### src/rtl/core/chr_pkg.sv
// Shared types and codes for the consistent hash ring unit.
// Holds the beat structs, operation and status codes and default sizes.
// No dependencies.
`default_nettype none

package chr_pkg;

    localparam int KEY_W   = 34;
    localparam int NODE_W  = 8;
    localparam int FUNC_W  = 2;
    localparam int STAT_W  = 3;
    localparam int COUNT_W = 7;

    // Default sizes handed to the top level
    localparam int RING_ENTRIES_DEF = 64;
    localparam int MAX_NODES_DEF    = 256;

    // Depth of the command and result queues (power of two)
    localparam int QUEUE_DEPTH = 2;

    // Operation codes
    localparam logic [FUNC_W-1:0] FUNC_INSERT = 2'd0;
    localparam logic [FUNC_W-1:0] FUNC_REMOVE = 2'd1;
    localparam logic [FUNC_W-1:0] FUNC_LOOKUP = 2'd2;

    // Status codes
    localparam logic [STAT_W-1:0] ST_OK     = 3'd0;
    localparam logic [STAT_W-1:0] ST_DUP    = 3'd1;
    localparam logic [STAT_W-1:0] ST_FULL   = 3'd2;
    localparam logic [STAT_W-1:0] ST_EMPTY  = 3'd3;
    localparam logic [STAT_W-1:0] ST_ABSENT = 3'd4;

    // Input beat
    typedef struct packed {
        logic [FUNC_W-1:0] func;
        logic [KEY_W-1:0]  key;
        logic [NODE_W-1:0] node_id;
    } in_item_t;

    // Result beat
    typedef struct packed {
        logic [NODE_W-1:0]  owner_node;
        logic [STAT_W-1:0]  status;
        logic [COUNT_W-1:0] entry_count;
    } out_item_t;

    // Classified command between front and back
    typedef struct packed {
        logic              is_insert;
        logic              is_remove;
        logic              is_lookup;
        logic [KEY_W-1:0]  key;
        logic [NODE_W-1:0] node;
    } cmd_t;

    // Sequencer status of the back part
    typedef struct packed {
        logic take;
        logic done;
    } back_stat_t;

endpackage

`default_nettype wire

### src/rtl/core/chr_queue.sv
// Small first-in first-out queue of flat beats.
// Used for the command and result queues; depends on chr_pkg for its depth.
`default_nettype none

module chr_queue
    import chr_pkg::*;
#(
    parameter int WIDTH = 8,
    parameter int DEPTH = QUEUE_DEPTH
)
(
    input  wire logic             clk,
    input  wire logic             rst_n,
    input  wire logic             wr_en,
    input  wire logic [WIDTH-1:0] wr_data,
    output logic                  full,
    input  wire logic             rd_en,
    output logic [WIDTH-1:0]      rd_data,
    output logic                  empty
);

    localparam int PTR_W = (DEPTH > 1) ? $clog2(DEPTH) : 1;
    localparam int CNT_W = $clog2(DEPTH + 1);

    logic [WIDTH-1:0] slot_reg [DEPTH];
    logic [PTR_W-1:0] wr_ptr_reg, wr_ptr_next;
    logic [PTR_W-1:0] rd_ptr_reg, rd_ptr_next;
    logic [CNT_W-1:0] count_reg, count_next;
    logic             do_wr, do_rd;

    assign full    = (count_reg == CNT_W'(DEPTH));
    assign empty   = (count_reg == '0);
    assign rd_data = slot_reg[rd_ptr_reg];
    assign do_wr   = wr_en && !full;
    assign do_rd   = rd_en && !empty;

    // Advance pointers and occupancy
    always_comb
    begin
        wr_ptr_next = do_wr ? PTR_W'(wr_ptr_reg + 1'b1) : wr_ptr_reg;
        rd_ptr_next = do_rd ? PTR_W'(rd_ptr_reg + 1'b1) : rd_ptr_reg;
        count_next  = count_reg;
        if (do_wr && !do_rd)
        begin
            count_next = CNT_W'(count_reg + 1'b1);
        end
        else if (do_rd && !do_wr)
        begin
            count_next = CNT_W'(count_reg - 1'b1);
        end
    end

    always_ff @(posedge clk or negedge rst_n)
    begin
        if (!rst_n)
        begin
            wr_ptr_reg <= '0;
            rd_ptr_reg <= '0;
            count_reg  <= '0;
        end
        else
        begin
            wr_ptr_reg <= wr_ptr_next;
            rd_ptr_reg <= rd_ptr_next;
            count_reg  <= count_next;
        end
    end

    // Store the incoming beat
    always_ff @(posedge clk)
    begin
        if (do_wr)
        begin
            slot_reg[wr_ptr_reg] <= wr_data;
        end
    end

endmodule

`default_nettype wire

### config.mk
export PLATFORM = sky130hd
export DESIGN_NAME = chr_queue
export DESIGN_NICKNAME = d
export VERILOG_FILES = /design/src/rtl/core/chr_pkg.sv /design/src/rtl/core/chr_queue.sv
export SDC_FILE = /design/constraint.sdc
export NUM_CORES = 1
export LEC_CHECK = 0
export ABC_AREA = 0
export BUFFER_PORTS_ARGS = -buffer_cell sky130_fd_sc_hd__buf_2
export CORE_AREA = 4 4 48 50
export DETAILED_ROUTE_END_ITERATION = 10
export DIE_AREA = 0 0 52 54
export HOLD_SLACK_MARGIN = 0.03
export PLACE_DENSITY_LB_ADDON = 0.12
export SYNTH_ARGS = -nofsm -noshare
export SYNTH_HDL_FRONTEND = slang
export SYNTH_SLANG_ARGS = --single-unit
### constraint.sdc
create_clock -name clk -period 1.3 [get_ports clk]
set_input_delay 0.065 -clock clk [delete_from_list [all_inputs] [get_ports clk]]
set_output_delay 0.065 -clock clk [all_outputs]
set_load 0.005 [all_outputs]
Yosys cells after proc, flatten, opt, wreduce, memory -nomap -nowiden
Memory sizes are Yosys's and may differ from the RTL's.
Index checks and enable logic that the tools add are counted.
{"block": "totals", "memories": 1, "ramBits": 16, "ff_bits": 4, "output_inout_bits": 10, "input_bits": 12}
{"name": "slot_reg", "depth": 2, "width": 8, "read_ports": 1, "rd_ports_with_merged_regs": 0, "wr": 1, "line": "chr_queue.sv:25", "rtl": "logic [WIDTH-1:0] slot_reg [DEPTH];"}
{"block": "classes", "add_sub_neg": 4, "n_eq_ne": 1, "mux": 4, "reduce_logical": 10}
{"op": "$logic_and A1 B1 Y1", "count": 4}
{"op": "$logic_not A1 Y1", "count": 4}
{"op": "$mux W2", "count": 2}
{"op": "$add A1 B1 Y1 const B", "count": 2}
{"op": "$add A2 B1 Y2 const B", "count": 1}
{"op": "$eq A2 B2 Y1 const B", "count": 1}
{"op": "$logic_not A2 Y1", "count": 1}
{"op": "$mux W1", "count": 2}
{"op": "$reduce_bool A2 Y1", "count": 1}
{"op": "$sub A2 B1 Y2 const B", "count": 1}

Depth between registers and ports, before layout
Gate-level depths: netlist (run 1).
{"block": "depth", "depth_word": 7, "mapped_depth": 7, "mapped_depth_nobuf": 7}

Least setup slack after synthesis (run 1)
No wires, ideal clock.
{"block": "synth_path", "path_type": "register to register", "from": "register count_reg[0]", "to": "memory slot_reg[0][0] (enable)", "setup_ps": 370, "required_ps": 930, "path_stages_with_launch": 4, "synth_period_minus_slack_ps": 1392, "setup_slack_ps": -92, "t_arrival_ps": 1022, "path_cell_list": "dfrtp_1 > nand2b_1 > nand2_2 > nor2_1"}
{"block": "synth_via", "elab_chain_cells": 5}
{"element": "from (decl)", "line": "chr_queue.sv:28", "rtl": "logic [CNT_W-1:0] count_reg, count_next;"}
{"element": "from (signal assigned)", "line": "chr_queue.sv:65", "rtl": "count_reg <= count_next;"}
{"element": "$eq A2 B2 Y1", "line": "chr_queue.sv:31", "rtl": "assign full = (count_reg == CNT_W'(DEPTH));"}
{"element": "$logic_not A1 Y1", "line": "chr_queue.sv:34", "rtl": "assign do_wr = wr_en && !full;"}
{"element": "$logic_and A1 B1 Y1", "line": "chr_queue.sv:34"}
{"element": "$mux W1", "line": "chr_queue.sv:72", "rtl": "if (do_wr)"}
{"element": "$mux W1 (implied by the code)", "line": "chr_queue.sv:74", "rtl": "slot_reg[wr_ptr_reg] <= wr_data;"}
{"element": "to (decl)", "line": "chr_queue.sv:25"}
Every way passes these cells.

Final worst setup path (run 1)
{"block": "layout_path", "from": "register rd_ptr_reg", "to": "output port rd_data[7]"}
{"block": "layout_via", "elab_chain_cells": 1}
{"element": "from (decl)", "line": "chr_queue.sv:27", "rtl": "logic [PTR_W-1:0] rd_ptr_reg, rd_ptr_next;"}
{"element": "from (signal assigned)", "line": "chr_queue.sv:64", "rtl": "rd_ptr_reg <= rd_ptr_next;"}
{"element": "$mem_v2 Z2 W8"}
{"element": "to (decl)", "line": "chr_queue.sv:18", "rtl": "output logic [WIDTH-1:0] rd_data,"}
Every way passes these cells.

==> results of run 1 <==
[worst register-to-register path, delay by kind of cell, from the launching register on]
kind | cells | cell delay [ns]
DFF | 1 | 0.41
and+or+nand+nor | 3 | 0.35
xor gates and xnor gates | 2 | 0.30
adders and majority gates | 1 | 0.14
buffers and inverters | 1 | 0.04
[timing repair]
action / in CTS / in global routing
hold endpoints to repair: 20 / 0
pin swaps: 3 / 4
setup buffers: 1 / 2
hold buffers: 9 / 0
endpoints found under the setup margin: 14 / 25
resized for setup: 6 / 4
[cell families after synthesis]
kind of cell / after synthesis
AO/OA/AOI/OAI: 1
XOR/XNOR: 5
adder cells (fa/ha/maj): 1
buffers and inverters: 3
flip-flops: 20
multiplexers: 8
AND/OR/NAND/NOR: 6
[worst min-delay path by stage]
stage               startpoint  slack (ns)      endpoint
floorplan                rst_n       -0.23  count_reg[0]
global placement         rst_n       -0.12    rd_ptr_reg
detailed placement       rst_n       -0.12  count_reg[1]
CTS                      rst_n        0.09  count_reg[1]
global route             rst_n        0.11  count_reg[1]
finish                   rst_n        0.10  count_reg[1]
[per-stage QoR]
stage / total power [mW] / TNS [ns] / hold WS [ns] / cell area [µm²] / instances
finish: 2.262 / -0.08586 / 0.1027 / 1175 / 116
detailed placement: 1.837 / -0.007884 / -0.1230 / 998.5 / 100
global placement: 1.828 / 0 / -0.1212 / 998.5 / 100
CTS: 2.216 / -0.4193 / 0.09448 / 1142 / 114
global route: 2.424 / -0.7690 / 0.1081 / 1175 / 116
floorplan: 1.462 / -0.5088 / -0.2306 / 797.0 / 44
[layout by cell type (no fill, tap or decap), drive strengths merged]
| master | instances |
|---|---|
| buf | 33 |
| clkbuf | 4 |
| ha | 1 |
| nor2 | 3 |
| dfrtp | 4 |
| edfxtp | 16 |
| xnor2 | 3 |
| nand2b | 1 |
| xor2 | 2 |
| and3 | 1 |
| mux2 | 8 |
| o21ai | 1 |
| inv | 2 |
| dlygate4sd3 | 9 |
| nand2 | 1 |
[routing by layer]
layer / part of all wire / vias to the layer above
li1: - / 251
met1: 0.41 / 236
met2: 0.54 / 12
met3: 0.053 / 0
met4: 0 / 0
met5: 0 / -
[cell type report]
type / instances / area share
repair buffers: 42 / 0.2492
multi-input cells: 21 / 0.1960
inverters: 2 / 0.008520
well taps: 27 / 0.02875
flip-flops and latches: 20 / 0.4952
clock buffers: 4 / 0.02236
[power by group through the flow]
stage	Clock [mW]	Sequential, mW	Combinational (mW)
after global placement	0	1.04	0.791
final	0.282	1.04	0.945
after floorplan	0	0.985	0.477
after detailed placement	0	1.04	0.793
after CTS	0.296	1.04	0.878
after global routing	0.321	1.07	1.04
==> results.cfg, run 1 <==
[status]
status = finished, violations left
violations = setup timing

[cts]
cts_buffer_depth = 2
cts-root-buf = clkbuf_4
numCtsBuffers = 3
clkTransAtPathRegs_ns = 0.10
cts_tree = done
clock_latency_ns = 0.28
h-tree-depth = 1
clock_sinks = 20

[synthesis]
yosysTopAreaCellShare = 0.6144
synth_cells = 44
synth-edff-count = 16
synth.most_common_cell = edfxtp_1
yosysTopAreaCell = edfxtp_1
synth_compound_area_frac = 0.006400
syn-cell-area_um2 = 782.0
yosysSeqAreaShare = 0.7424
post_synth_fa_ha_maj_area_fraction = 0.01600
async_reset_ff_frac = 0.2000
synth-xor-area-share = 0.06560
synthSimpleGateAreaFrac = 0.03840
synth_cell_type_count = 15
yosysWarningCount = 0
synthMuxAreaShare = 0.1152
synth_seq_cells = 20
synthTopCellsByArea = edfxtp_1 61%, dfrtp_1 13%, mux2_1 8.6%
synth_top_family_by_area = multiplexers
avgSynthCellArea_um2 = 17.77
synthesis.nets = 57
synth_ff_type = edfxtp_1
synth_common_cells = 16 x edfxtp_1, 6 x mux2_1, 4 x dfrtp_1

[power_and_ir_drop]
p_seq_frac = 0.458
clock_power_share = 0.125
p_int_mw = 1.607
combPwrFrac = 0.418
swShare = 0.2896
power.switching_mw = 0.6553
leakagePower_nw = 0.4943
worst_ir_drop_vdd_mv = 1.099
pwr_density_cell_nw_per_um2 = 1926

[floorplanning]
pin_count = 22
coreArea_um2 = 1902
rows = 16
initial_core_util = 0.4112
die_w_um = 52
die_area_um2 = 2808
die_h_um = 54

[timing]
hold_violations = 0
maxSlewHeadroom = 0.8567
fmax_mhz = 754.7
setup_viol = 8
fin_crit_ns = 1.325
tightest_slew_ns = 0.2149
finalClockSkew_ns = 0.001884
drv_slew = 0
finalCritPeriodShare = 1.019
rsz0062_at_grt = true
worst_slack_ns = -0.02498

[setup_path]
r2r_setup_slack_ns = -0.01
cp-end-kind = output port
r2r_cells = 7
worstReg2RegEnd = count_reg[1]
crit_family = flip-flops
worstPathArrival_ns = 1.26
cp-endpoint = rd_data[7]
path_depth = 2
r2r-start = count_reg[0]
cp-startpoint = rd_ptr_reg
cpMaxStageDelayCell = dfrtp_2
critPathBufInv = 1
worstPathRequired_ns = 1.24
critPathKind = flip-flop to output port
cpPeakStageDelay_ns = 0.49
crit_path_cell_trace = mux2_2, buf_2
start_kind = flip-flop
cp_max_fo = 9

[drt]
drc = 0
wl_per_cell_um = 10.66
viasPerCell = 4.302
wirelength_um = 1236
num_vias = 499
drtIter0Drc = 1
firstDrtPassIters = 2
antenna_left = 0

[cells_and_area]
fillerInstances = 158
areaGrowthSynthToFinish_pct = 50.24
regArea_um2 = 581.8
final_util = 0.6178
final_nets = 103
multi_input_area_um2 = 230.2
n_antenna_cell = 0
layout-drive-gt1-share = 0.5281
largest_reg_flops = 16

[global_routing]
grt_pass1_vias = 523
met1_usage = 0.1174
grt.busiest_layer = met2
grt_pass1_wl_um = 2097
grt_use_total = 0.1025
grt_max_degree = 12
grt.met3_usage = 0.02493
use_met2 = 0.1904
overflow = 0
antenna_found_initial = 0

[placement]
place_worst_setup_slack_ns = -0.007884
io_buffers = 21
place_congestion = 0.6850
dpl.hpwl_um = 905

[min_path]
min-delay-path-class = input port to async pin

[run]
cap_violations = 0
Note: power is estimated with default switching activity, not from simulation.
==> run 2: changes to the inputs <==
--- a/config.mk
+++ b/config.mk
@@ -15,3 +15,4 @@
 export SYNTH_ARGS = -nofsm -noshare
 export SYNTH_HDL_FRONTEND = slang
 export SYNTH_SLANG_ARGS = --single-unit
+export TNS_END_PERCENT = 10
==> run 2 against run 1 <==
The flow still finishes with violations (setup timing). Register-to-register slack lost 0.02 ns. Largest cell class unchanged. Critical path type unchanged. Critical endpoint is now rd_data[4]. Clock-buffer cell count stayed put. Largest power group is now combinational cells. Hold slack worse by 0.015 ns.
==> results.cfg, run 2 (synthesis results as in run 1) <==
[status]
status = finished, violations left
violations = setup timing

[cells_and_area]
fillerInstances = 144
final_common_cell = edfxtp_1
final_cell_mix = 16 x edfxtp_1, 15 x buf_2, 10 x buf_6
final_util = 0.6553
areaGrowthSynthToFinish_pct = 59.36
largest_reg_flops = 16
regArea_um2 = 581.8
layout-drive-gt1-share = 0.5889
n_antenna_cell = 0
multi_input_area_um2 = 241.5
final_nets = 104

[cts]
clock_latency_ns = 0.29
clkTransAtPathRegs_ns = 0.11
clock_sinks = 20
numCtsBuffers = 3
cts_tree = done
h-tree-depth = 1
cts_buffer_depth = 2
cts-root-buf = clkbuf_4

[global_routing]
use_met2 = 0.1695
antenna_found_initial = 0
grt_use_total = 0.1004
overflow = 0
grt_pass1_vias = 497
grt.met3_usage = 0.03047
grt.busiest_layer = met2
grt_pass1_wl_um = 2083
met1_usage = 0.1252
grt_max_degree = 12

[floorplanning]
die_area_um2 = 2808
initial_core_util = 0.4112
coreArea_um2 = 1902
die_h_um = 54
rows = 16
pin_count = 22
die_w_um = 52

[timing]
finalClockSkew_ns = 0.01091
setup_tns_ns = -0.3992
fin_crit_ns = 1.354
hold_violations = 0
drv_slew = 0
setup_viol = 9
worst_slack_ns = -0.05366
tightest_slew_ns = 0.2117
maxSlewHeadroom = 0.8589
finalCritPeriodShare = 1.041
fmax_mhz = 738.7
rsz0062_at_grt = true

[placement]
dpl.hpwl_um = 875.8
place_congestion = 0.6652
io_buffers = 21

[setup_path]
worstPathArrival_ns = 1.29
cp_max_fo = 5
critPathKind = flip-flop to output port
cp-end-kind = output port
worstPathRequired_ns = 1.24
start_kind = flip-flop

[run]
cap_violations = 0

[power_and_ir_drop]
worst_ir_drop_vdd_mv = 1.195
pwr_density_cell_nw_per_um2 = 2063
total_power_mw = 2.570
leakagePower_nw = 0.5438

[drt]
drc = 0
viasPerCell = 4.299
num_vias = 503
drtIter0Drc = 1
wl_per_cell_um = 11.50
firstDrtPassIters = 2
wirelength_um = 1345
antenna_left = 0

[min_path]
min-delay-path-class = input port to async pin
[run 2: changes by cell type in the layout (fill, tap and decap cells not counted), sizes merged]
cell / previous run / this run
buf: 33 / 34
[run 2: per-layer routing]
| layer | wire length (µm) | vias to the layer above |
|---|---|---|
| met4 | 0 | 0 |
| met5 | 0 | - |
| met1 | 561 | 239 |
| met2 | 719 | 13 |
| met3 | 63 | 0 |
| li1 | - | 251 |
[run 2: area by class of cell]
| type | count | share of cell area |
|---|---|---|
| sequential | 20 | 0.4669 |
| timing repair buffer | 43 | 0.2771 |
| multi-input combinational | 21 | 0.1938 |
| clock buffer | 4 | 0.02912 |
| tap | 27 | 0.02711 |
| inverter | 2 | 0.006024 |
[run 2: path summary, 6_finish.rpt]
path,start,to,slack (ns),cells after the start
setup / recovery,rd_ptr_reg,rd_data[4],-0.05,3
hold / removal,rst_n,count_reg[1],0.09,2
setup reg to reg,count_reg[1],count_reg[1],-0.03,7
hold reg to reg,wr_ptr_reg,wr_ptr_reg,0.58,1
max in group asynchronous,rst_n,rd_ptr_reg,1.08,2
min in group clk,rd_en,rd_ptr_reg,0.13,4
[run 2: stage by stage]
step	std cells	area, µm²	hold WS (ns)	setup WS (ns)
detailed placement	101	991.0	-0.1194	-0.04899
finish	117	1246	0.08744	-0.05366
floorplan	44	782.0	-0.2306	-0.09215
CTS	114	1125	0.08493	-0.06334
global placement	101	991.0	-0.1227	-0.008919
global route	117	1246	0.08224	-0.1020
[run 2: worst max-delay path, stage by stage, from the launching register on]
cell and delay, ns:
dfrtp_2 0.44, buf_6 0.14, mux2_4 0.30, buf_6 0.11
[run 2: repair_timing]
action,CTS,global route
buffers inserted,0,3
hold buffers,9,0
endpoints found under the setup margin,15,18
pin swaps,0,1
resized for setup,3,22
endpoints found under the hold margin,20,0
[run 2: report_power, final]
part	leakage [nW]	total [mW]	switching, mW	internal, mW
Sequential	0.194	0.989	0.0910	0.898
Combinational	0.328	1.23	0.449	0.781
Clock	0.0210	0.351	0.181	0.171
==> run 3: changes to the inputs <==
--- a/config.mk
+++ b/config.mk
@@ -7,9 +7,9 @@
 export LEC_CHECK = 0
 export ABC_AREA = 0
 export BUFFER_PORTS_ARGS = -buffer_cell sky130_fd_sc_hd__buf_2
-export CORE_AREA = 4 4 48 50
+export CORE_AREA = 4 4 46 48
 export DETAILED_ROUTE_END_ITERATION = 10
-export DIE_AREA = 0 0 52 54
+export DIE_AREA = 0 0 50 52
 export HOLD_SLACK_MARGIN = 0.03
 export PLACE_DENSITY_LB_ADDON = 0.12
 export SYNTH_ARGS = -nofsm -noshare
==> constraint.sdc (replaced) <==
create_clock -name clk -period 1.4 [get_ports clk]
set_input_delay 0.07 -clock clk [delete_from_list [all_inputs] [get_ports clk]]
set_output_delay 0.07 -clock clk [all_outputs]
set_load 0.005 [all_outputs]
==> run 3 against run 2 <==
The run now ends clean. Non-clock buffer count shrank 4. Clock-buffer cell count shrank 1. Sequential power shrank 2.2%. Via count shrank 4.4%. Critical endpoint is now rd_data[7]. Largest power group is now sequential cells.
==> results.cfg, run 3 (synthesis results as in run 1) <==
[global_routing]
grt_max_degree = 12
overflow = 0
grt_use_total = 0.1172
grt_pass1_wl_um = 2187
antenna_found_initial = 0
grt_pass1_vias = 507

[setup_path]
start_kind = flip-flop
crit_path_cell_trace = mux2_2, buf_2
cp_max_fo = 9
r2r_cells = 7
critPathKind = flip-flop to output port
worstPathArrival_ns = 1.30
r2r-start = count_reg[0]
cp-startpoint = rd_ptr_reg
cpPeakStageDelay_ns = 0.51
cp-endpoint = rd_data[7]
r2r_setup_slack_ns = 0.05
cp-end-kind = output port
worstReg2RegEnd = count_reg[1]
cpMaxStageDelayCell = dfrtp_2
worstPathRequired_ns = 1.33

[status]
status = completed

[timing]
fmax_mhz = 732.5
finalCritPeriodShare = 0.9751
fin_crit_ns = 1.365
hold_slack_ns = 0.1140
tightest_slew_ns = 0.2316
setup_viol = 0
finalClockSkew_ns = 0.002373
maxSlewHeadroom = 0.8456
drv_slew = 0
rsz0062_at_grt = true
hold_violations = 0
setup_tns_ns = 0

[min_path]
min-delay-path-class = input port to async pin

[cts]
cts_buffer_depth = 2
clock_sinks = 20
clock_latency_ns = 0.29
h-tree-depth = 1
cts_tree = done
numCtsBuffers = 3
cts-root-buf = clkbuf_4
clkTransAtPathRegs_ns = 0.10

[power_and_ir_drop]
pwr_density_cell_nw_per_um2 = 1792
leakagePower_nw = 0.4752
worst_ir_drop_vdd_mv = 1.245

[floorplanning]
die_w_um = 50
pin_count = 22
die_area_um2 = 2600
rows = 15
initial_core_util = 0.4579
die_h_um = 52
coreArea_um2 = 1708

[cells_and_area]
largest_reg_flops = 16
n_antenna_cell = 0
final_common_cell = buf_2
final_cell_mix = 21 x buf_2, 16 x edfxtp_1, 9 x dlygate4sd3_1, 9 x buf_4, 6 x mux2_1
final_nets = 100
multi_input_area_um2 = 196.4
areaGrowthSynthToFinish_pct = 41.60
layout-drive-gt1-share = 0.4651
fillerInstances = 138
regArea_um2 = 583.1
final_util = 0.6484

[drt]
num_vias = 481
firstDrtPassIters = 1
drc = 0
viasPerCell = 4.333
wirelength_um = 1327
drtIter0Drc = 0
wl_per_cell_um = 11.95
antenna_left = 0

[placement]
place_congestion = 0.6626
io_buffers = 21
dpl.hpwl_um = 904.5

[run]
cap_violations = 0
[run 3: cell count changes in the layout (fill, tap and decap cells not counted), sizes merged]
cell    before  now
clkbuf       4    3
clkinv       0    1
buf         34   30
[run 3: per-layer routing]
metal	wire (µm)	vias up	GRT usage
met2	655	15	0.1935
met5	0	-	0
met1	577	222	0.1381
li1	-	240	-
met4	25	0	0.06912
met3	68	4	0.02865
[run 3: per-stage QoR]
step	setup slack (ns)	area [µm²]	cells	power [mW]
finish	0.03485	1107	111	1.984
global route	-0.04845	1107	111	2.137
CTS	0.006832	1091	109	1.962
detailed placement	0.01276	965.9	96	1.640
global placement	0.06122	965.9	96	1.623
floorplan	0.007850	782.0	44	1.322
[run 3: worst max-delay path, delay by kind of cell, from the launching register on]
| kind | cells | cell delay [ns] |
|---|---|---|
| buf+inv | 1 | 0.12 |
| flops | 1 | 0.51 |
| mux | 1 | 0.37 |
[run 3: worst min-delay path by stage]
stage / to / slack, ns / cells past startpoint
after floorplan: count_reg[0] / -0.23 / 0
after CTS: count_reg[0] / 0.08 / 2
after detailed placement: count_reg[1] / -0.12 / 1
after global routing: count_reg[1] / 0.12 / 2
after global placement: count_reg[0] / -0.12 / 1
final: count_reg[0] / 0.11 / 2
[run 3: timing repair]
item / in CTS / in global routing
hold buffers: 9 / 0
buffers inserted: 0 / 2
endpoints found under the hold margin: 20 / 0
cloned: 0 / 0
setup endpoints to repair: 9 / 14
pin swaps: 0 / 1
gates resized for setup: 2 / 1
[run 3: area by class of cell]
cell class,instances,area share
Sequential cell,20,0.5266
Clock buffer,3,0.02034
Inverter,2,0.006780
Multi-Input combinational cell,21,0.1774
Clock inverter,1,0.003390
Timing Repair Buffer,39,0.2373
Tap cell,25,0.02825
[run 3: report_power, final]
part / switching (mW) / internal (mW)
sequential: 0.131 / 0.837
clock: 0.165 / 0.104
combinational: 0.292 / 0.456
total: 0.588 / 1.40
