<file path="config.mk">
export PLATFORM = sky130hd
export DESIGN_NAME = chr_front
export DESIGN_NICKNAME = d
export VERILOG_FILES = /design/src/rtl/core/chr_pkg.sv /design/src/rtl/core/chr_queue.sv /design/src/rtl/core/chr_front.sv
export SDC_FILE = /design/constraint.sdc
export NUM_CORES = 1
export LEC_CHECK = 0
export BUFFER_PORTS_ARGS = -buffer_cell sky130_fd_sc_hd__buf_2
export CAP_MARGIN = 20
export CORE_UTILIZATION = 45
export DETAILED_ROUTE_END_ITERATION = 7
export HOLD_SLACK_MARGIN = 0.1
export PLACE_DENSITY = 0.8
export SLEW_MARGIN = 40
export SYNTH_ARGS = -nofsm -noshare
export SYNTH_HDL_FRONTEND = slang
export SYNTH_SLANG_ARGS = --single-unit
</file>
<file path="constraint.sdc">
create_clock -name clk -period 8.5 [get_ports clk]
set_input_delay 0 -clock clk [delete_from_list [all_inputs] [get_ports clk]]
set_output_delay 0 -clock clk [all_outputs]
set_load 0.1 [all_outputs]
</file>
<file path="src/rtl/core/chr_pkg.sv">
// Shared types and codes for the consistent hash ring unit.
// Holds the beat structs, operation and status codes and default sizes.
// No dependencies.
`default_nettype none

package chr_pkg;

    localparam int KEY_W   = 34;
    localparam int NODE_W  = 8;
    localparam int FUNC_W  = 2;
    localparam int STAT_W  = 3;
    localparam int COUNT_W = 7;

    // Default sizes handed to the top level
    localparam int RING_ENTRIES_DEF = 64;
    localparam int MAX_NODES_DEF    = 256;

    // Depth of the command and result queues (power of two)
    localparam int QUEUE_DEPTH = 2;

    // Operation codes
    localparam logic [FUNC_W-1:0] FUNC_INSERT = 2'd0;
    localparam logic [FUNC_W-1:0] FUNC_REMOVE = 2'd1;
    localparam logic [FUNC_W-1:0] FUNC_LOOKUP = 2'd2;

    // Status codes
    localparam logic [STAT_W-1:0] ST_OK     = 3'd0;
    localparam logic [STAT_W-1:0] ST_DUP    = 3'd1;
    localparam logic [STAT_W-1:0] ST_FULL   = 3'd2;
    localparam logic [STAT_W-1:0] ST_EMPTY  = 3'd3;
    localparam logic [STAT_W-1:0] ST_ABSENT = 3'd4;

    // Input beat
    typedef struct packed {
        logic [FUNC_W-1:0] func;
        logic [KEY_W-1:0]  key;
        logic [NODE_W-1:0] node_id;
    } in_item_t;

    // Result beat
    typedef struct packed {
        logic [NODE_W-1:0]  owner_node;
        logic [STAT_W-1:0]  status;
        logic [COUNT_W-1:0] entry_count;
    } out_item_t;

    // Classified command between front and back
    typedef struct packed {
        logic              is_insert;
        logic              is_remove;
        logic              is_lookup;
        logic [KEY_W-1:0]  key;
        logic [NODE_W-1:0] node;
    } cmd_t;

    // Sequencer status of the back part
    typedef struct packed {
        logic take;
        logic done;
    } back_stat_t;

endpackage

`default_nettype wire

</file>
<file path="src/rtl/core/chr_queue.sv">
// Small first-in first-out queue of flat beats.
// Used for the command and result queues; depends on chr_pkg for its depth.
`default_nettype none

module chr_queue
    import chr_pkg::*;
#(
    parameter int WIDTH = 8,
    parameter int DEPTH = QUEUE_DEPTH
)
(
    input  wire logic             clk,
    input  wire logic             rst_n,
    input  wire logic             wr_en,
    input  wire logic [WIDTH-1:0] wr_data,
    output logic                  full,
    input  wire logic             rd_en,
    output logic [WIDTH-1:0]      rd_data,
    output logic                  empty
);

    localparam int PTR_W = (DEPTH > 1) ? $clog2(DEPTH) : 1;
    localparam int CNT_W = $clog2(DEPTH + 1);

    logic [WIDTH-1:0] slot_reg [DEPTH];
    logic [PTR_W-1:0] wr_ptr_reg, wr_ptr_next;
    logic [PTR_W-1:0] rd_ptr_reg, rd_ptr_next;
    logic [CNT_W-1:0] count_reg, count_next;
    logic             do_wr, do_rd;

    assign full    = (count_reg == CNT_W'(DEPTH));
    assign empty   = (count_reg == '0);
    assign rd_data = slot_reg[rd_ptr_reg];
    assign do_wr   = wr_en && !full;
    assign do_rd   = rd_en && !empty;

    // Advance pointers and occupancy
    always_comb
    begin
        wr_ptr_next = do_wr ? PTR_W'(wr_ptr_reg + 1'b1) : wr_ptr_reg;
        rd_ptr_next = do_rd ? PTR_W'(rd_ptr_reg + 1'b1) : rd_ptr_reg;
        count_next  = count_reg;
        if (do_wr && !do_rd)
        begin
            count_next = CNT_W'(count_reg + 1'b1);
        end
        else if (do_rd && !do_wr)
        begin
            count_next = CNT_W'(count_reg - 1'b1);
        end
    end

    always_ff @(posedge clk or negedge rst_n)
    begin
        if (!rst_n)
        begin
            wr_ptr_reg <= '0;
            rd_ptr_reg <= '0;
            count_reg  <= '0;
        end
        else
        begin
            wr_ptr_reg <= wr_ptr_next;
            rd_ptr_reg <= rd_ptr_next;
            count_reg  <= count_next;
        end
    end

    // Store the incoming beat
    always_ff @(posedge clk)
    begin
        if (do_wr)
        begin
            slot_reg[wr_ptr_reg] <= wr_data;
        end
    end

endmodule

`default_nettype wire

</file>
<file path="src/rtl/core/chr_front.sv">
// Front part: accepts input beats, decodes the operation, folds the node id
// into range and queues the command. Depends on chr_pkg and chr_queue.
`default_nettype none

module chr_front
    import chr_pkg::*;
#(
    parameter int MAX_NODES = MAX_NODES_DEF
)
(
    input  wire logic     clk,
    input  wire logic     rst_n,
    input  wire logic     push,
    output logic          full,
    input  wire in_item_t item,
    output logic          cmd_valid,
    input  wire logic     cmd_ready,
    output cmd_t          cmd
);

    // The node id field only needs folding when MAX_NODES is below its span
    localparam bit NODE_WRAP = (MAX_NODES < (1 << NODE_W));
    localparam int DIVISOR   = NODE_WRAP ? MAX_NODES : 2;
    localparam int RECIP_SH  = 16;
    localparam int PROD_W    = NODE_W + RECIP_SH;
    localparam logic [RECIP_SH-1:0] RECIP =
        RECIP_SH'(((1 << RECIP_SH) + DIVISOR - 1) / DIVISOR);
    localparam logic [NODE_W-1:0] DIV_C = NODE_W'(DIVISOR);

    cmd_t              cmd_in;
    logic              cmd_empty;
    logic [PROD_W-1:0] prod;
    logic [NODE_W-1:0] quot;
    logic [NODE_W-1:0] node_mod;

    // Reduce node id modulo MAX_NODES by reciprocal multiplication
    always_comb
    begin
        prod     = PROD_W'(item.node_id) * PROD_W'(RECIP);
        quot     = prod[PROD_W-1:RECIP_SH];
        node_mod = item.node_id;
        if (NODE_WRAP)
        begin
            node_mod = item.node_id - NODE_W'(quot * DIV_C);
        end
    end

    // Classify the operation
    always_comb
    begin
        cmd_in.is_insert = (item.func == FUNC_INSERT);
        cmd_in.is_remove = (item.func == FUNC_REMOVE);
        cmd_in.is_lookup = (item.func == FUNC_LOOKUP);
        cmd_in.key       = item.key;
        cmd_in.node      = node_mod;
    end

    chr_queue #(
        .WIDTH ($bits(cmd_t)),
        .DEPTH (QUEUE_DEPTH)
    ) u_cmd_queue (
        .clk     (clk),
        .rst_n   (rst_n),
        .wr_en   (push),
        .wr_data (cmd_in),
        .full    (full),
        .rd_en   (cmd_ready),
        .rd_data (cmd),
        .empty   (cmd_empty)
    );

    assign cmd_valid = !cmd_empty;

endmodule

`default_nettype wire

</file>
* After elaboration in Yosys (flattened, before gate mapping) *
Memories as Yosys holds them, arrays and structs flattened.
Index checks and enable logic that the tools add are counted.

storage, ports and cells
  register bits = 4
  memory bits (writable) = 90
  input port bits = 48
  output and inout port bits = 47
  word-level logic and storage cells = 26
  memories kept = 1

memories
  memory                words  bits a word  rd ports  clocked after memory_dff  write ports  RTL line         source
  u_cmd_queue.slot_reg  2      45           1         0                         1            chr_queue.sv:25  logic [WIDTH-1:0] slot_reg [DEPTH];

cells by class
  add/subtract/negate cells = 4
  equality and inequality tests = 3
  multiplexer cells = 4
  reduce and logical (&&, ||, !) cells = 11

operators by type and width
  operator                                             number
  equality test 2 bit, second input constant           2
  logical AND 1 bit                                    4
  logical NOT 1 bit                                    4
  logical NOT 2 bit                                    2
  2-to-1 mux 2 bit                                     2
  adder 1 bit, second input constant                   2
  adder 2 x 1 -> 2 bit, second input constant          1
  equality test 2 x 1 -> 1 bit, second input constant  1
  2-to-1 mux 1 bit                                     2
  nonzero test 2 bit                                   1
  subtractor 2 x 1 -> 2 bit, second input constant     1

* Logic depth before layout (Yosys ltp) *
Gate-level depths: netlist (run 1).

  word-level depth = 7
  depth in mapped cells = 7
  gate-level depth less buffers = 7

* Modules after synthesis *
From an unflattened synthesis (run 1), not the netlist that was laid out.

unflattened totals
  cell total of the unflattened synthesis = 163
  area total of the unflattened synthesis = 3666.0 µm²

by module, submodules not included
  module     times used  cells each  area each (µm²)  sequential area each (µm²)
  chr_queue  1           159         3643.5           2802.7
  chr_front  1           4           22.5             0.0

* Worst setup path after synthesis (run 1) *
Ideal clock, no wire load.

  kind = register to register
  start point = register u_cmd_queue.count_reg[0]
  end point = memory u_cmd_queue.slot_reg[0][0] (netlist name) (enable)
  setup time = 0.447 ns
  data arrival time = 2.514 ns
  required time = 8.053 ns
  setup slack = 5.538 ns
  stages on the path, launching flop included = 4
  path buffers = 0
  clock period less this slack = 2.962 ns
  path through = dfrtp_1 nand2b_1 nand2_1 nor2_1

between the ends
  longest elaborated chain between the ends = 5

RTL lines
  what                                    RTL line         source
  start: declaration                      chr_queue.sv:28  logic [CNT_W-1:0] count_reg, count_next;
  start signal: assignment                chr_queue.sv:65  count_reg <= count_next;
  equality test 2 bit                     chr_queue.sv:31  assign full = (count_reg == CNT_W'(DEPTH));
  logical NOT 1 bit                       chr_queue.sv:34  assign do_wr = wr_en && !full;
  logical AND 1 bit                       chr_queue.sv:34
  2-to-1 mux 1 bit                        chr_queue.sv:72  if (do_wr)
  2-to-1 mux 1 bit (implied by the code)  chr_queue.sv:74  slot_reg[wr_ptr_reg] <= wr_data;
  end: declaration                        chr_queue.sv:25

No other way between the ends.

==> results of run 1 <==
[synth_stat cells, drive strengths merged]
library cell | n | share of area [%]
and3 | 1 | 0.17
buf | 5 | 2.5
dfrtp | 4 | 2.7
edfxtp | 90 | 74
ha | 1 | 0.34
inv | 2 | 0.20
mux2 | 45 | 18
nand2 | 2 | 0.27
nand2b | 1 | 0.17
nor2 | 3 | 0.31
nor2b | 2 | 0.34
or2 | 1 | 0.17
xnor2 | 3 | 0.72
xor2 | 2 | 0.48
[cell type report]
type                            instances  area [um2]  area share (%)
Clock buffer                           11         131            2.71
Clock inverter                          4        25.0           0.516
Inverter                                2        7.51           0.155
Multi-Input combinational cell         61         774            16.0
Sequential cell                        94        2800            57.9
Tap cell                              102         128            2.63
Timing Repair Buffer                  145         976            20.1
[worst max-delay path by stage]
stage                             startpoint                          end  slack (ns)
finish                u_cmd_queue.rd_ptr_reg                      cmd[23]        6.31
global route          u_cmd_queue.rd_ptr_reg                      cmd[23]        6.20
CTS                   u_cmd_queue.rd_ptr_reg                      cmd[25]        6.26
detailed placement    u_cmd_queue.rd_ptr_reg                      cmd[25]        6.63
global placement    u_cmd_queue.count_reg[0]  u_cmd_queue.slot_reg[1][12]        6.63
floorplan           u_cmd_queue.count_reg[0]   u_cmd_queue.slot_reg[0][0]        5.54
[through the flow]
stage | hold slack [ns] | area [um2]
3_5_place_dp | -0.183 | 4200
2_1_floorplan | -0.296 | 3660
6_report | 0.378 | 4850
4_1_cts | 0.358 | 4850
3_3_place_gp | -0.183 | 4200
5_1_grt | 0.368 | 4850
[logic make-up after synthesis]
family | after synthesis
mux | 45
fa+ha+maj | 1
simple gates | 10
xor+xnor | 5
flops | 94
buf+inv | 7
[per-layer routing]
layer	up-vias	wire length [um]	global-route usage (%)
met1	946	2480	17.4
met4	0	57	5.47
met5	-	0	0
met3	7	214	2.74
met2	64	3300	27.9
li1	923	-	-
[worst max-delay path: cells and delay by family (launching register included)]
kind                   cells  cell delay [ns]
buffers and inverters      2             1.05
DFF                        1             0.50
muxes                      1             0.27
[what timing repair did]
action                    CTS  global route
buffers inserted            0             0
hold buffers               49             0
hold endpoints to repair   96             0
==> flow_summary.json, run 1 <==
{
  "status": "finished, final reports clean",
  "die_w_um": 92.2,
  "min_period_ns": 2.19,
  "final_common_cell": "buf_2",
  "start_util_pct": 46.9,
  "largest_register_ffs": 90,
  "cp_max_fo": 40,
  "num_rows": 32,
  "overflow": 0,
  "path_class": "register to output pin",
  "synth_simple_gate_area_share_pct": 1.43,
  "first_pass_iters": 4,
  "path_cells": "buf_4 -> mux2_2 -> buf_2",
  "cts_max_level": 3,
  "yosys_warnings": 0,
  "nFillCells": 603,
  "drive_gt1_share_pct": 49.5,
  "worstMarginPinSlew_ns": 0.716,
  "vias_per_cell": 4.63,
  "synth_mux_area_share_pct": 17.8,
  "drt_wl_total_um": 6050,
  "rsz0062_at_grt": "false",
  "r2r-start": "u_cmd_queue.count_reg[0]",
  "clock-skew-final_ns": 0.00763,
  "grt.total_usage_pct": 15.1,
  "ff2ff_setup_slack_ns": 6.76,
  "core_area_um2": 7810,
  "ys_seq_area_share_pct": 76.5,
  "clkTransAtPathRegs_ns": 0.08,
  "relSlewSlack_pct": 52.2,
  "synth_top_family_by_area": "multiplexers",
  "cts_resized": 0,
  "synth-seq-cells": 94,
  "dr.first_iter.drc_count": 49,
  "final_util_pct": 62.1,
  "cts_tree": "built",
  "cts.sinks": 94,
  "ys_types": 17,
  "whs_endpoint": "u_cmd_queue.slot_reg[0][9]",
  "cp.arrival_ns": 2.19,
  "netlist_area_um2": 3660,
  "place.gp.congestion": 0.628,
  "diodes": 0,
  "r2r_cells": 4,
  "r2r-end": "u_cmd_queue.slot_reg[0][8]",
  "ctsLongestPathBuffers": 2,
  "synthAdderAreaFrac_pct": 0.342,
  "drv_slew": 0,
  "fin_crit_sh_pct": 25.7,
  "critPathMaxStageDelay_ns": 0.63,
  "wl_per_cell_um": 14.4,
  "synthCells": 162,
  "grt_pass1_wl_um": 9450,
  "numCtsBuffers": 9,
  "critPathCaptureType": "output pin",
  "synth_xor_area_share_pct": 1.20,
  "worstSkewPairLatency_ns": 0.34,
  "grt_max_degree": 46,
  "placed_cells": 355,
  "drv_cap": 0,
  "mostFrequentLayoutCells": "94 x buf_2, 90 x edfxtp_1, 49 x dlygate4sd3_1",
  "root_buffer": "clkbuf_8",
  "die_y_um": 92.2,
  "syn_avg_cell_area_um2": 22.6,
  "pre_cts_slack_ns": 6.63,
  "synth_compound_area_share_pct": 0,
  "drtAntennaViolNets": 0,
  "hold_depth": 2,
  "hp-start": "item[9]",
  "fin_cells": 419,
  "setup_viol": 0,
  "critPathRequiredTime_ns": 8.50,
  "vias": 1940,
  "io_pins": 95,
  "port_buffers": 94,
  "startpoint_type": "register",
  "dpl.hpwl_um": 3690,
  "hold_viol": 0,
  "drc_errors": 0,
  "syn-num-nets": 211,
  "max_freq_ghz": 0.457,
  "crit_path_top_delay_cell": "buf_4",
  "layout.nets": 362,
  "die-area_um2": 8510,
  "tns_ns": 0,
  "grt_pass1_vias": 2040,
  "min_path_type": "input port to register",
  "timing.final.ws_setup_ns": 6.31,
  "antenna_found_initial": 0,
  "area_delta_synth_final_pct": 32.3
}
Power of run 1 is not shown: default switching activity piles up to over one toggle a cycle in this logic, so the estimate is an artifact.
==> run 2: changes to the inputs <==
==> constraint.sdc (replaced) <==
create_clock -name clk -period 2.2 [get_ports clk]
set_input_delay 0 -clock clk [delete_from_list [all_inputs] [get_ports clk]]
set_output_delay 0 -clock clk [all_outputs]
set_load 0.1 [all_outputs]
==> run 2 against run 1 <==
  * Global-route usage is 0.056 points higher
  * Highest routed layer unchanged
  * Hold slack worse by 0.0057 ns
  * Final area is 1.3% higher
  * Non-clock buffer count is 4 higher
  * Sequential share of layout area is 0.77 points lower
  * Via count is 1.5% higher
  * Wire length is 1.4% higher
  * Core utilization is 0.83 points higher
  * Count of clock-buffer cells in the layout is 2 lower
  * Clock skew is 0.0051 ns higher
  * Cell count is 1.2% higher
==> flow_summary.json, run 2 (synthesis results as in run 1) <==
{
  "die_y_um": 92.2,
  "hp-start": "item[0]",
  "drt_wl_total_um": 6130,
  "startpoint_type": "register",
  "min_period_ns": 1.75,
  "critPathMaxStageDelay_ns": 0.39,
  "vias": 1970,
  "path_cells": "buf_4 -> mux2_2 -> buf_2",
  "die-area_um2": 8510,
  "cts_resized": 0,
  "cts_max_level": 3,
  "fin_crit_sh_pct": 79.6,
  "overflow": 0,
  "grt_pass1_wl_um": 9520,
  "path_buf_inv": 2,
  "drtAntennaViolNets": 0,
  "drv_slew": 0,
  "relSlewSlack_pct": 67.0,
  "mostFrequentLayoutCells": "94 x buf_2, 90 x edfxtp_1, 49 x dlygate4sd3_1",
  "grt_max_degree": 24,
  "final_common_cell": "buf_2",
  "hold_viol": 0,
  "crit_start": "u_cmd_queue.rd_ptr_reg",
  "status": "finished, final reports clean",
  "grt_pass1_vias": 2068,
  "first_pass_iters": 4,
  "port_buffers": 94,
  "cp_max_fo": 23,
  "worstSkewPairLatency_ns": 0.35,
  "clkTransAtPathRegs_ns": 0.09,
  "core_area_um2": 7810,
  "num_rows": 32,
  "area_delta_synth_final_pct": 34.1,
  "dpl.hpwl_um": 3670,
  "clock-skew-final_ns": 0.0128,
  "fin_cells": 424,
  "ctsLongestPathBuffers": 2,
  "die_w_um": 92.2,
  "cp.arrival_ns": 1.75,
  "place.gp.congestion": 0.657,
  "drc_errors": 0,
  "max_freq_ghz": 0.571,
  "layout.nets": 366,
  "min_path_type": "input port to register",
  "start_util_pct": 46.9,
  "root_buffer": "clkbuf_8",
  "critPathCaptureType": "output pin",
  "post-cts-setup-buffers": 0,
  "worstMarginPinSlew_ns": 0.498,
  "antenna_found_initial": 0,
  "tns_ns": 0,
  "critPathRequiredTime_ns": 2.20,
  "wl_per_cell_um": 14.5,
  "crit_path_top_delay_cell": "mux2_2",
  "drv_cap": 0,
  "io_pins": 95,
  "cts.sinks": 94,
  "largest_register_ffs": 90,
  "numCtsBuffers": 9,
  "vias_per_cell": 4.65,
  "path_class": "register to output pin",
  "dr.first_iter.drc_count": 44,
  "rsz0062_at_grt": "false",
  "cts_tree": "built",
  "setup_viol": 0,
  "grt.total_usage_pct": 15.1,
  "placed_cells": 359,
  "crit_family": "buffers and inverters",
  "drive_gt1_share_pct": 50.9,
  "r2r-start": "u_cmd_queue.count_reg[0]",
  "diodes": 0
}
run 2: cell types whose count changed in the layout (fill, tap and decap cells not counted):
| cell | delta |
|---|---|
| inv_6 | +2 |
| and3_2 | +1 |
| clkinv_4 | -1 |
| bufinv_16 | +1 |
| clkbuf_1 | -2 |
| and3_4 | -1 |
| clkinvlp_4 | +1 |
| buf_4 | +4 |
run 2: path summary, 6_finish.rpt:
path,endpoint,slack (ns),cells past startpoint
max,cmd[25],0.45,3
min,u_cmd_queue.slot_reg[1][0],0.37,2
max reg2reg,u_cmd_queue.count_reg[1],0.66,6
min reg2reg,u_cmd_queue.count_reg[1],0.51,1
max in group asynchronous,u_cmd_queue.rd_ptr_reg,1.47,3
min in group asynchronous,u_cmd_queue.count_reg[0],0.55,3
run 2: per-stage QoR:
stage | utilization (%) | hold WS (ns) | setup WS (ns) | area, um2
floorplan | - | -0.296 | 0.135 | 3670
global placement | 54.1 | -0.192 | 0.765 | 4230
detailed placement | 54.1 | -0.188 | 0.659 | 4230
CTS | 62.9 | 0.348 | 0.413 | 4910
global route | 62.9 | 0.351 | 0.361 | 4910
finish | 62.9 | 0.372 | 0.449 | 4910
run 2: worst register-to-register path, cell delays in order (launching register included):
cell	delay (ns)
dfrtp_1	0.42
nand2b_1	0.19
nand2_1	0.17
inv_1	0.08
ha_1	0.32
nor2_1	0.14
xor2_1	0.15
run 2: metal layers:
| layer | vias up | wire (um) | part of all wire (%) | global-route usage [%] |
|---|---|---|---|---|
| met5 | - | 0 | 0 | 0 |
| met2 | 66 | 3310 | 54 | 27.9 |
| met3 | 6 | 321 | 5.2 | 4.89 |
| met4 | 0 | 64 | 1.0 | 4.30 |
| met1 | 964 | 2440 | 40 | 16.5 |
| li1 | 934 | - | - | - |
run 2: cell type report:
class / count / area, um2
repair buffers: 149 / 1010
flip-flops and latches: 94 / 2800
clock buffers: 9 / 124
fillers: 582 / 2900
multi-input cells: 61 / 771
well taps: 102 / 128
clock inverters: 7 / 71.3
inverters: 2 / 7.51
run 2: timing repair:
item                                    4_1_cts  5_1_grt
endpoints found under the setup margin        0        0
hold endpoints to repair                     96        0
hold buffers                                 49        0
Power of run 2 is left out for the same reason.
==> run 3: changes to the inputs <==
--- a/config.mk
+++ b/config.mk
@@ -10,7 +10,7 @@
 export CORE_UTILIZATION = 45
 export DETAILED_ROUTE_END_ITERATION = 7
 export HOLD_SLACK_MARGIN = 0.1
-export PLACE_DENSITY = 0.8
+export PLACE_DENSITY = 0.82
 export SLEW_MARGIN = 40
 export SYNTH_ARGS = -nofsm -noshare
 export SYNTH_HDL_FRONTEND = slang
==> constraint.sdc (replaced) <==
create_clock -name clk -period 1.5 [get_ports clk]
set_input_delay 0 -clock clk [delete_from_list [all_inputs] [get_ports clk]]
set_output_delay 0 -clock clk [all_outputs]
set_load 0.1 [all_outputs]
==> run 3 against run 2 <==
  * Sequential cell count unchanged
  * Final area increased by 17%
  * Cell count increased by 0.47%
  * Critical path depth unchanged
  * First-iteration DRC count increased by 80%
  * Via count increased by 1.9%
  * Critical path type unchanged
  * Die area unchanged
  * The flow now finishes with violations (setup timing)
  * Non-clock buffer count increased by 2
==> flow_summary.json, run 3 (synthesis results as in run 1) <==
{
  "vias": 2008,
  "path_class": "register to output pin",
  "numCtsBuffers": 9,
  "largest_register_ffs": 90,
  "grt_max_degree": 28,
  "drt_wl_total_um": 7450,
  "fin_crit_sh_pct": 103,
  "pre_cts_slack_ns": 0.0284,
  "diodes": 0,
  "critPathCaptureType": "output pin",
  "timing.final.ws_setup_ns": -0.0391,
  "drv_slew": 0,
  "core_area_um2": 7810,
  "io_pins": 95,
  "worstMarginPinSlew_ns": 0.489,
  "grt_pass1_vias": 2261,
  "area_delta_synth_final_pct": 56.2,
  "clkTransAtPathRegs_ns": 0.09,
  "nFillCells": 467,
  "placed_cells": 359,
  "first_pass_iters": 4,
  "place.gp.congestion": 0.728,
  "root_buffer": "clkbuf_8",
  "setup_viol": 25,
  "cts_max_level": 3,
  "drv_cap": 0,
  "die_w_um": 92.2,
  "mostFrequentLayoutCells": "90 x edfxtp_1, 49 x dlygate4sd3_1, 49 x buf_2, 49 x buf_12, 43 x mux2_4",
  "hold_viol": 0,
  "grt_pass1_wl_um": 11200,
  "status": "finished, violations left",
  "max_freq_ghz": 0.650,
  "ctsLongestPathBuffers": 2,
  "multi_input_area_um2": 823,
  "hold_depth": 2,
  "drtAntennaViolNets": 0,
  "min_period_ns": 1.54,
  "die_y_um": 92.2,
  "cts_tree": "built",
  "cts.sinks": 94,
  "rsz0062_at_grt": "true",
  "overflow": 0,
  "clock-skew-final_ns": 0.00980,
  "relSlewSlack_pct": 67.6,
  "drc_errors": 0,
  "wl_per_cell_um": 17.5,
  "critPathRequiredTime_ns": 1.50,
  "die-area_um2": 8510,
  "dr.first_iter.drc_count": 79,
  "r2r_cells": 6,
  "antenna_found_initial": 0,
  "cp_max_fo": 23,
  "num_rows": 32,
  "port_buffers": 94,
  "fin_cells": 426,
  "whs_ns": 0.382,
  "startpoint_type": "register",
  "layout.nets": 368,
  "min_path_type": "input port to register",
  "regArea_um2": 2810,
  "tns_ns": -0.705,
  "drive_gt1_share_pct": 52.8,
  "vias_per_cell": 4.71,
  "worstSkewPairLatency_ns": 0.34,
  "dpl.hpwl_um": 4060,
  "violations": "setup timing",
  "grt.total_usage_pct": 18.2,
  "final_common_cell": "edfxtp_1",
  "cp.arrival_ns": 1.54,
  "start_util_pct": 46.9
}
-- run 3: changes by cell type in the layout (fill, tap and decap cells not counted), moves of 2 or more --
cell	previous run	this run
buf_4	6	1
buf_2	94	49
buf_6	0	2
buf_12	0	49
inv_6	2	0
mux2_2	6	2
mux2_4	39	43
-- run 3: repair_timing --
action                     4_1_cts  5_1_grt
setup endpoints to repair       40       46
setup buffers                    0        1
hold buffers                    49        0
cloned                           0        1
hold endpoints to repair        96        0
gates resized for setup        106       10
-- run 3: metrics by stage --
stage | instance area, um2 | utilization [%]
global route | 5720 | 73.3
detailed placement | 4570 | 58.6
finish | 5720 | 73.3
global placement | 4570 | 58.6
CTS | 5640 | 72.3
floorplan | 3690 | -
-- run 3: layout make-up --
type                            count  area share (%)
Multi-Input combinational cell     61            14.4
Inverter                            2           0.131
Timing Repair Buffer              151            31.0
Sequential cell                    94            49.0
Clock buffer                        9            2.16
Tap cell                          102            2.23
Clock inverter                      7            1.14
-- run 3: per-layer routing --
layer | share of wire, % | GRT usage [%]
met4 | 1.3 | 6.90
met1 | 37 | 18.8
met5 | 0 | 0
met3 | 2.9 | 3.32
met2 | 59 | 35.8
-- run 3: worst paths after layout --
path                                     startpoint                           to  slack (ns)
max                          u_cmd_queue.rd_ptr_reg                      cmd[23]       -0.04
min                                        item[13]  u_cmd_queue.slot_reg[0][13]        0.38
max reg2reg                u_cmd_queue.count_reg[1]     u_cmd_queue.count_reg[1]           0
min reg2reg                u_cmd_queue.count_reg[0]     u_cmd_queue.count_reg[0]        0.54
max in group asynchronous                     rst_n       u_cmd_queue.rd_ptr_reg        0.75
min in group asynchronous                     rst_n     u_cmd_queue.count_reg[1]        0.56
-- run 3: critical path, cell delays in order, from the launching register on --
cell	delay, ns
dfrtp_2	0.45
buf_12	0.23
mux2_4	0.35
buf_12	0.17
Power of run 3 is left out for the same reason.
